## src/rtl/swfs_pkg.sv

```systemverilog
// Package for the stop-and-wait file sender: phase and action codes, event
// codes, and the state, configuration and result structs shared by the RTL.
// No dependencies.
`default_nettype none

package swfs_pkg;

   localparam int unsigned FileSizeWidth   = 32;
   localparam int unsigned TimeoutWidth    = 16;
   localparam int unsigned RetryWidth      = 8;
   localparam int unsigned TimeWidth       = 32;
   localparam int unsigned LenWidth        = 10;
   localparam int unsigned CountWidth      = 32;
   localparam int unsigned CsrIndexWidth   = 2;
   localparam int unsigned CsrDataWidth    = 32;

   // Largest payload of one packet; reads above it are clipped.
   localparam logic [15:0] PayloadMax = 16'd1008;

   localparam logic [FileSizeWidth-1:0] FileSizeReset   = '0;
   localparam logic [TimeoutWidth-1:0]  TimeoutReset    = 16'd1200;
   localparam logic [RetryWidth-1:0]    MaxRetriesReset = 8'd5;
   localparam logic [RetryWidth-1:0]    RetrySaturate   = '1;

   typedef enum logic [1:0] {
      PH_START    = 2'd0,
      PH_WORKING  = 2'd1,
      PH_COMPLETE = 2'd2,
      PH_ERROR    = 2'd3
   } phase_type;

   typedef enum logic [2:0] {
      ACT_NONE   = 3'd0,
      ACT_SEND   = 3'd1,
      ACT_RESEND = 3'd2,
      ACT_DONE   = 3'd3,
      ACT_FAIL   = 3'd4
   } action_type;

   // Event codes carried on req_op; the fourth code is ignored.
   localparam logic [1:0] OP_POLL   = 2'd0;
   localparam logic [1:0] OP_NEXT   = 2'd1;
   localparam logic [1:0] OP_REPEAT = 2'd2;

   // Configuration register indexes.
   localparam logic [CsrIndexWidth-1:0] CSR_FILE_SIZE   = 2'd0;
   localparam logic [CsrIndexWidth-1:0] CSR_TIMEOUT     = 2'd1;
   localparam logic [CsrIndexWidth-1:0] CSR_MAX_RETRIES = 2'd2;

   typedef struct packed {
      logic [FileSizeWidth-1:0] file_size;
      logic [TimeoutWidth-1:0]  timeout_ms;
      logic [RetryWidth-1:0]    max_retries;
   } cfg_type;

   typedef struct packed {
      phase_type             phase;
      logic [CountWidth-1:0] packet_count;
      logic [CountWidth-1:0] byte_count;
      logic [RetryWidth-1:0] retry_count;
      logic [TimeWidth-1:0]  last_send_time;
      logic [LenWidth-1:0]   chunk_len;
   } state_type;

   typedef struct packed {
      action_type            action;
      logic [CountWidth-1:0] packet_number;
      logic [LenWidth-1:0]   payload_len;
      logic [CountWidth-1:0] bytes_total;
   } result_type;

endpackage

`default_nettype wire

```

## src/rtl/stop_and_wait_file_sender_unit.sv

```systemverilog
// Stop-and-wait file sender, top level: config registers, sender state and
// the result register. Uses swfs_pkg and swfs_step.
// Results are registered: on rsp_* the cycle after the event transfer.
// One event per cycle when not stalled; the state regs close the only loop.
// req_ready stays high while the result register is empty or being drained.
// Reset (synchronous): phase start, counters clear, config to its defaults.
`default_nettype none

module stop_and_wait_file_sender_unit (
   input  wire logic        clock,
   input  wire logic        reset,
   input  wire logic        req_valid,
   output logic             req_ready,
   input  wire logic [1:0]  req_op,
   input  wire logic [31:0] req_now_ms,
   input  wire logic [9:0]  req_read_len,
   output logic             rsp_valid,
   input  wire logic        rsp_ready,
   output logic [2:0]       rsp_action,
   output logic [31:0]      rsp_packet_number,
   output logic [9:0]       rsp_payload_len,
   output logic [31:0]      rsp_bytes_total,
   input  wire logic        csr_we,
   input  wire logic [swfs_pkg::CsrIndexWidth-1:0] csr_index,
   input  wire logic [swfs_pkg::CsrDataWidth-1:0]  csr_wdata
);
   import swfs_pkg::*;

   cfg_type    cfg_ff;
   state_type  state_ff, state_in;
   result_type res_ff, res_in;
   logic       rsp_valid_ff, rsp_valid_in;
   logic       req_transfer;

   assign req_ready    = !rsp_valid_ff || rsp_ready;
   assign req_transfer = req_valid && req_ready;

   swfs_step u_step (
      .cfg      (cfg_ff),
      .cur      (state_ff),
      .op       (req_op),
      .now_ms   (req_now_ms),
      .read_len (req_read_len),
      .nxt      (state_in),
      .res      (res_in)
   );

   always_ff @(posedge clock) begin
      if (reset) begin
         cfg_ff.file_size   <= FileSizeReset;
         cfg_ff.timeout_ms  <= TimeoutReset;
         cfg_ff.max_retries <= MaxRetriesReset;
      end else if (csr_we) begin
         unique case (csr_index)
            CSR_FILE_SIZE:   cfg_ff.file_size   <= csr_wdata[FileSizeWidth-1:0];
            CSR_TIMEOUT:     cfg_ff.timeout_ms  <= csr_wdata[TimeoutWidth-1:0];
            CSR_MAX_RETRIES: cfg_ff.max_retries <= csr_wdata[RetryWidth-1:0];
            default: begin
            end
         endcase
      end
   end

   always_ff @(posedge clock) begin
      if (reset) begin
         state_ff.phase          <= PH_START;
         state_ff.packet_count   <= '0;
         state_ff.byte_count     <= '0;
         state_ff.retry_count    <= '0;
         state_ff.last_send_time <= '0;
         state_ff.chunk_len      <= '0;
      end else if (req_transfer) begin
         state_ff <= state_in;
      end
   end

   always_comb begin
      rsp_valid_in = rsp_valid_ff;
      if (req_transfer) begin
         rsp_valid_in = 1'b1;
      end else if (rsp_ready) begin
         rsp_valid_in = 1'b0;
      end
   end

   always_ff @(posedge clock) begin
      if (reset) begin
         rsp_valid_ff <= 1'b0;
      end else begin
         rsp_valid_ff <= rsp_valid_in;
      end
   end

   always_ff @(posedge clock) begin
      if (req_transfer) begin
         res_ff <= res_in;
      end
   end

   assign rsp_valid         = rsp_valid_ff;
   assign rsp_action        = res_ff.action;
   assign rsp_packet_number = res_ff.packet_number;
   assign rsp_payload_len   = res_ff.payload_len;
   assign rsp_bytes_total   = res_ff.bytes_total;

endmodule

`default_nettype wire

```

## src/rtl/swfs_step.sv

```systemverilog
// One event step of the sender: next state and the result for one event.
// Purely combinational; depends on swfs_pkg.
`default_nettype none

module swfs_step (
   input  wire swfs_pkg::cfg_type    cfg,
   input  wire swfs_pkg::state_type  cur,
   input  wire logic [1:0]           op,
   input  wire logic [31:0]          now_ms,
   input  wire logic [9:0]           read_len,
   output swfs_pkg::state_type       nxt,
   output swfs_pkg::result_type      res
);
   import swfs_pkg::*;

   logic [LenWidth-1:0]   len;
   logic [CountWidth-1:0] sum_bytes;
   logic [RetryWidth-1:0] retry_bump;
   logic                  retry_fail;
   logic [TimeWidth-1:0]  elapsed;
   logic                  timed_out;
   action_type            act;

   always_comb begin
      if ({6'd0, read_len} > PayloadMax) begin
         len = PayloadMax[LenWidth-1:0];
      end else begin
         len = read_len;
      end
   end

   assign sum_bytes  = cur.byte_count + {{(CountWidth-LenWidth){1'b0}}, len};
   assign retry_bump = (cur.retry_count == RetrySaturate) ? cur.retry_count
                                                          : cur.retry_count + RetryWidth'(1);
   assign retry_fail = retry_bump >= cfg.max_retries;
   assign elapsed    = now_ms - cur.last_send_time;
   assign timed_out  = elapsed > {{(TimeWidth-TimeoutWidth){1'b0}}, cfg.timeout_ms};

   always_comb begin
      nxt = cur;
      act = ACT_NONE;
      unique case (cur.phase)
         PH_START: begin
            if (op == OP_POLL) begin
               nxt.packet_count = '0;
               nxt.chunk_len    = len;
               nxt.byte_count   = {{(CountWidth-LenWidth){1'b0}}, len};
               if (len != '0) begin
                  nxt.last_send_time = now_ms;
                  nxt.phase          = PH_WORKING;
                  nxt.retry_count    = '0;
                  act                = ACT_SEND;
               end else begin
                  nxt.phase = PH_ERROR;
                  act       = ACT_FAIL;
               end
            end
         end
         PH_WORKING: begin
            // a retry is a timed-out poll or an explicit repeat request
            if ((op == OP_POLL && timed_out) || op == OP_REPEAT) begin
               nxt.retry_count = retry_bump;
               if (retry_fail) begin
                  nxt.phase = PH_ERROR;
                  act       = ACT_FAIL;
               end else begin
                  nxt.last_send_time = now_ms;
                  act                = ACT_RESEND;
               end
            end else if (op == OP_NEXT) begin
               nxt.retry_count  = '0;
               nxt.packet_count = cur.packet_count + CountWidth'(1);
               nxt.chunk_len    = len;
               nxt.byte_count   = sum_bytes;
               if (len != '0) begin
                  nxt.last_send_time = now_ms;
                  act                = ACT_SEND;
               end else if (sum_bytes == cfg.file_size) begin
                  nxt.phase = PH_COMPLETE;
                  act       = ACT_DONE;
               end else begin
                  nxt.phase = PH_ERROR;
                  act       = ACT_FAIL;
               end
            end
         end
         default: begin
            // complete and error hold until reset
         end
      endcase
   end

   always_comb begin
      res.action        = act;
      res.packet_number = nxt.packet_count;
      res.payload_len   = (act == ACT_SEND || act == ACT_RESEND) ? nxt.chunk_len : '0;
      res.bytes_total   = nxt.byte_count;
   end

endmodule

`default_nettype wire

```

## config.mk

```make
export PLATFORM = sky130hd
export DESIGN_NAME = stop_and_wait_file_sender_unit
export DESIGN_NICKNAME = d
export VERILOG_FILES = /design/src/rtl/swfs_pkg.sv /design/src/rtl/stop_and_wait_file_sender_unit.sv /design/src/rtl/swfs_step.sv
export SDC_FILE = /design/constraint.sdc
export NUM_CORES = 1
export LEC_CHECK = 0
export BUFFER_PORTS_ARGS = -buffer_cell sky130_fd_sc_hd__buf_2
export CORE_MARGIN = 2
export CORE_UTILIZATION = 30
export CTS_CLUSTER_DIAMETER = 100
export DETAILED_ROUTE_END_ITERATION = 6
export PLACE_DENSITY_LB_ADDON = 0.12
export SLEW_MARGIN = 20
export SYNTH_ARGS = -nofsm -noshare
export SYNTH_HDL_FRONTEND = slang
export SYNTH_SLANG_ARGS = --single-unit
```

## constraint.sdc

```tcl
create_clock -name clock -period 5.1 [get_ports clock]
set_input_delay 0.765 -clock clock [delete_from_list [all_inputs] [get_ports clock]]
set_output_delay 0.765 -clock clock [all_outputs]
set_load 0.005 [all_outputs]
```

Word level (Yosys, flattened, before mapping). Index checks and enable logic that the tools add are counted.

Flip-flop bits (word level): 250. Input port bits: 83. Output and inout bits: 79. Logic and storage cells: 81.

Add/sub/neg operators: 4. Magnitude comparators: 3. Equal/unequal tests: 16. Multiplexer cells: 26. Reductions and logical operators: 18.

Operators by type and width (count): 116-bit two-way mux (2); 116-bit one-hot mux with 2 select lines (1); 40-bit two-way mux (2); 32-bit two-way mux (2); 64-bit two-way mux (1); 32-bit by 1-bit adder with 32-bit output, second input constant (1); 32-bit by 10-bit adder with 32-bit output (1); 32-bit == test (1); 32-bit by 16-bit greater-than comparator with 1-bit output (1); 32-bit subtractor (1); 3-bit two-way mux (7); 10-bit two-way mux (2); 10-bit greater-than comparator, second input constant (1); 10-bit nonzero test (1); 8-bit by 1-bit adder with 8-bit output, second input constant (1); 8-bit == test, second input constant (1); 8-bit greater-or-equal comparator (1); 2-bit two-way mux (4); 8-bit two-way mux (1); 7-bit AND reduction (1); 2-bit by 1-bit == test with 1-bit output, second input constant (3); 2-bit logical NOT (3); 3-bit by 1-bit != test with 1-bit output, second input constant (2); 3-bit != test, second input constant (2); 14 further kinds (24).

Logic depth before layout (Yosys ltp).
Word-level depth: 11. Gate-level depth with buffers: 24. Mapped depth without buffers: 23.

Hierarchy. A second synthesis with hierarchy kept.

Cells, all modules: 1926. Area total of the unflattened synthesis: 16459.5 um^2.

By module, submodules not included: stop_and_wait_file_sender_unit (times used 1, cells an instance 852, area each 9404.0 um^2); swfs_step (times used 1, cells an instance 1074, area each 7055.5 um^2).

Worst setup path after synthesis. OpenSTA, ideal clock, no wires.

Path kind: input to register. Start: input req_now_ms[0]. End: register state_ff[12] in the netlist's numbering. Setup time: 0.072 ns. Data arrival time: 4.968 ns. Required time: 5.028 ns. Setup slack: 0.061 ns. Cell stages on the path: 24. Path buffers: 1. Cells stage by stage: inv_1 -> ha_1 -> inv_1 -> fa_1 -> a211oi_1 -> nor2_1 -> o21a_1 -> nor2_1 -> o21ai_0 -> a21o_1 -> a21oi_1 -> xnor2_1 -> ha_1 -> nand4_1 -> a211oi_1 -> nor4b_1 -> o22ai_1 -> nor4_1 -> nand4_1 -> o31ai_4 -> nor3_1 -> o31ai_4 -> buf_6 -> mux2i_1.

Word-level cells in the longest chain between the ends: 6. Elaborated cells on any way between the ends: 10. Those cells by class: add/sub (1); order compare (1); eq/ne (3); mux (2); reduce/logical (3).

RTL lines: start: declaration (RTL line stop_and_wait_file_sender_unit.sv:15) `input wire logic [31:0] req_now_ms,`; 32-bit subtractor (*) (RTL line swfs_step.sv:36) `assign elapsed = now_ms - cur.last_send_time;`; 32-bit by 16-bit greater-than comparator with 1-bit output (*) (RTL line swfs_step.sv:37) `assign timed_out = elapsed > {{(TimeWidth-TimeoutWidth){1'b0}}, cfg.timeout_ms};`; 1-bit logical AND (*) (RTL line swfs_step.sv:61) `if ((op == OP_POLL && timed_out) || op == OP_REPEAT) begin`; 1-bit logical OR (*) (RTL line swfs_step.sv:61); 3-bit != test (no source line) (tied with other cells); 7-bit AND reduction (no source line) or 116-bit one-hot mux with 2 select lines (tied branches); end signal: assignment (RTL line stop_and_wait_file_sender_unit.sv:73) `state_ff <= state_in;`; end: declaration (RTL line stop_and_wait_file_sender_unit.sv:30) `state_type state_ff, state_in;`.

Every way passes the cells marked *; elsewhere a longest branch is shown, timed or not. A chain may end at the register's enable or synchronous reset.

Worst setup path after layout.
Start: input req_now_ms[0]. End: register state_ff[32] in the netlist's numbering.

The elaborated chain is that of the path after synthesis.

==> impl_results.rst <==
.. list-table::
   :header-rows: 1

   * - Metric
     - Value
   * - Final routed DRC violation total
     - 0
   * - Die Span X
     - 228 microns
   * - Count of unique library cells instantiated by Yosys
     - 79
   * - Worst-path clk slew
     - 0.06 ns
   * - First-pass iteration count of the detailed router
     - 5
   * - Top cells by instance count after synthesis
     - nand2_1 (362), a21oi_1 (198), dfxtp_1 (173)
   * - Number of clock sinks seen by CTS
     - 250
   * - Maximum number of pins on one net before global-route repair
     - 87
   * - Number of global-route vias before repair
     - 13,500
   * - Clock Tree Root
     - clkbuf_16
   * - Top cells by area in the synthesized netlist
     - dfxtp_1 (23%), edfxtp_1 (15%), nand2_1 (9.0%)
   * - Height of the die
     - 228 microns
   * - Routed wire length
     - 50,300 microns
   * - Initial Utilization
     - 30.2%
   * - Worst Path Required
     - 5.61 ns
   * - Worst reg2reg path startpoint
     - state_ff[10]$_SDFFE_PP0P_
   * - Final critical-path share of the clock period
     - 95.0%
   * - DRC marker count from the first detailed-route iteration
     - 914
   * - Number of cells traversed by the worst hold path
     - 3
   * - Number of buffers inserted by hold repair at cts
     - 0
   * - Count of cells along the worst register-to-register path
     - 24
   * - Num rows
     - 82
   * - Routability congestion estimate from global placement
     - 0.868
   * - Leakage power summed over all cells
     - 0.00701 uW
   * - Mapped Avg Cell Area
     - 7.89 sq um
   * - Post-synthesis instance total
     - 1,915
   * - # placed instances
     - 2,732
   * - Later-pin clock latency in the skew report
     - 0.58 ns
   * - Hold Path Class
     - in -> reg
   * - Die area
     - 52,200 sq um
   * - Kind of end point of the critical path
     - flop
   * - Total global-route track usage
     - 18.4%
   * - Slack of the worst reg-to-reg path
     - 0.27 ns
   * - Cell accounting for the most synthesized area
     - dfxtp_1
   * - Number of antenna violations at the first check in global routing
     - 4
   * - Hold violation total from the final report
     - 0
   * - Outcome
     - finished clean
   * - Sequential cell area fraction in the yosys report
     - 38.2%
   * - Largest driver fanout on the critical path
     - 8
   * - Terminating pin of the worst hold path
     - cfg_ff[51]$_SDFFE_PP0P_
   * - Worst-case setup slack after placement
     - -0.425 ns
   * - Average detailed-routed wire length per instance
     - 18.0 microns
   * - Startpoint of the tightest hold check path
     - csr_wdata[27]
   * - Via density per instance
     - 5.08
   * - Clk_skew
     - 0.0148 ns
   * - Async set-reset flop share out of synthesis
     - 0%
   * - FMAX
     - 206 MHz
   * - Signed area change from the synthesized netlist to the final layout
     - 20.8%
   * - Capturing point of the worst reg2reg path
     - state_ff[32]$_SDFFE_PP0P_
   * - Post-synth EDFFs
     - 77
   * - Worst-margin pin slew
     - 1.11 ns
   * - Number of max-cap violations
     - 0
   * - Final instance count without filler cells
     - 2,799
   * - Io pins
     - 162
   * - CTS buffer count
     - 31
   * - Routed via count
     - 14,200
   * - Arrival time at the worst endpoint
     - 5.35 ns
   * - Pwr dens
     - 278 nW/um^2
   * - Clock tree from TritonCTS
     - yes
   * - Normalized max-slew margin
     - 25.9%
   * - Main synth FF type
     - dfxtp_1
   * - # setup viols final
     - 0
   * - Global-route wire length before repair
     - 76,600 microns
   * - Critical Path Source Type
     - input pin
   * - Setup Crit Path Kind
     - in -> reg
   * - Fraction of layout cells with a size suffix above 1
     - 16.7%
   * - Fin util
     - 36.5%
   * - Dominant cell by count in the synthesized netlist
     - nand2_1
   * - Std-Cell Core Area
     - 50,000 sq um
   * - Aggregate global routing overflow
     - 0
   * - Final Net Count
     - 2,252
   * - Clock Tree Buf Depth
     - 3
   * - Summed instance area of the synthesized netlist
     - 15,100 sq um
   * - DPL Wire Length
     - 36,500 microns
   * - Synthesized flop and latch total
     - 250
   * - Worst VDD drop
     - 0.225 mV
   * - Yosys warns
     - 0
   * - Count of input and output buffers
     - 161
   * - Final Critical Period
     - 4.85 ns
   * - Fin. max-slew vios
     - 0
   * - Largest incremental delay on the critical path
     - 0.34 ns
   * - Worst path setup slack after routing
     - 0.253 ns
   * - Post-detailed-route count of antenna-violating nets
     - 0
   * - Total power draw
     - 5070 uW
   * - Total number of H-tree levels
     - 1
   * - Slowest stage cell on the critical path
     - fa_2
   * - Post-synth top area share
     - 22.9%
   * - Nets in the synthesized netlist
     - 2,067
==> final cells by class <==
cell class / count / area [sq um]
flip-flops and latches: 250 / 5780
well taps: 672 / 841
repair buffers: 274 / 1760
fillers: 5268 / 31700
clock buffers: 40 / 820
clock inverters: 18 / 161
diodes: 2 / 5.00
multi-input cells: 1460 / 8580
inverters: 83 / 314
==> kinds of logic (layout without fill, tap and decap cells) <==
group | count (synthesis) | in the layout | share of synthesized area [%]
AOI/OAI and AO/OA | 509 | 509 | 20.8
xor gates and xnor gates | 76 | 76 | 4.41
adders and majority gates | 69 | 69 | 5.81
buffers and inverters | 205 | 415 | 5.37
DFF | 250 | 250 | 38.2
muxes | 44 | 44 | 2.92
other | 0 | 2 | 0
and+or+nand+nor | 762 | 762 | 22.5
==> cells in the final DEF, fill, tap and decap left out, types with 6 or more instances in the layout <==
cell type,count
nand2_1,362
a21oi_1,196
dfxtp_1,172
buf_2,160
nor2_1,158
o21ai_0,123
buf_4,105
inv_1,82
edfxtp_1,77
ha_1,66
xnor2_1,52
nand3_1,50
mux2i_1,43
nor3_1,38
nand4_1,33
clkbuf_16,33
o31ai_1,27
and3_1,26
xor2_1,24
a31oi_1,24
a21o_1,16
and2_1,14
or3_1,13
nor4_1,12
o211ai_1,12
or4_1,11
nand2b_1,10
a211oi_1,9
o21a_1,8
clkinv_2,8
clkbuf_1,8
o21bai_1,7
a32o_1,7
a221o_1,6
clkinv_1,6
==> what timing repair did <==
action,in CTS,in global routing
setup buffers,0,4
endpoints found under the hold margin,0,0
gates resized for setup,0,15
setup endpoints to repair,0,54
==> through the flow <==
step | instance area, sq um | hold WS, ns | TNS, ns
3_5_place_dp | 17100 | 0.448 | -18.71
3_3_place_gp | 17100 | 0.444 | -17.66
5_1_grt | 18300 | 0.414 | -0.137
2_1_floorplan | 15100 | 0.436 | 0
4_1_cts | 18100 | 0.396 | 0
6_report | 18300 | 0.420 | 0
==> report_power, final <==
| part | switching (uW) | internal [uW] | leakage (uW) |
|---|---|---|---|
| combinational | 451 | 296 | 0.00436 |
| clock | 892 | 1280 | 0.000486 |
| sequential | 41.1 | 2120 | 0.00217 |
| total | 1380 | 3690 | 0.00701 |
==> worst max-delay path, delay by kind of cell <==
kind	cells	cell delay (ns)
simple gates	7	1.19
mux	1	0.19
fa+ha+maj	3	0.77
buf+inv	5	0.55
xor+xnor	1	0.15
compound gates	9	1.69
==> registers in the layout, indices dropped and copies added, names as in the netlist <==
| name | cells |
|---|---|
| rsp_payload_len | 10 |
| state_ff | 116 |
| cfg_ff | 56 |
| rsp_packet_number | 32 |
| rsp_valid | 1 |
| rsp_action | 3 |
| rsp_bytes_total | 32 |
==> layer usage <==
layer  wire [microns]  GRT usage [%]
met3             2180           2.73
met2            24100           31.7
met5               25              0
met4             1320           5.19
met1            22600           23.7
==> how the worst max path moves through the flow <==
stage	start	endpoint	slack, ns	cells after the start
after floorplan	req_now_ms[0]	state_ff[12]$_SDFFE_PP0P_	0.06	24
final	req_now_ms[0]	state_ff[32]$_SDFFE_PP0P_	0.25	26
after detailed placement	req_now_ms[0]	state_ff[12]$_SDFFE_PP0P_	-0.42	25
after global placement	req_now_ms[0]	state_ff[10]$_SDFFE_PP0P_	-0.40	25
after global routing	state_ff[10]$_SDFFE_PP0P_	state_ff[40]$_SDFFE_PP0P_	-0.03	24
after CTS	state_ff[10]$_SDFFE_PP0P_	state_ff[26]$_SDFFE_PP0P_	0.14	23
No activity file was read; power rests on OpenSTA's default activity.
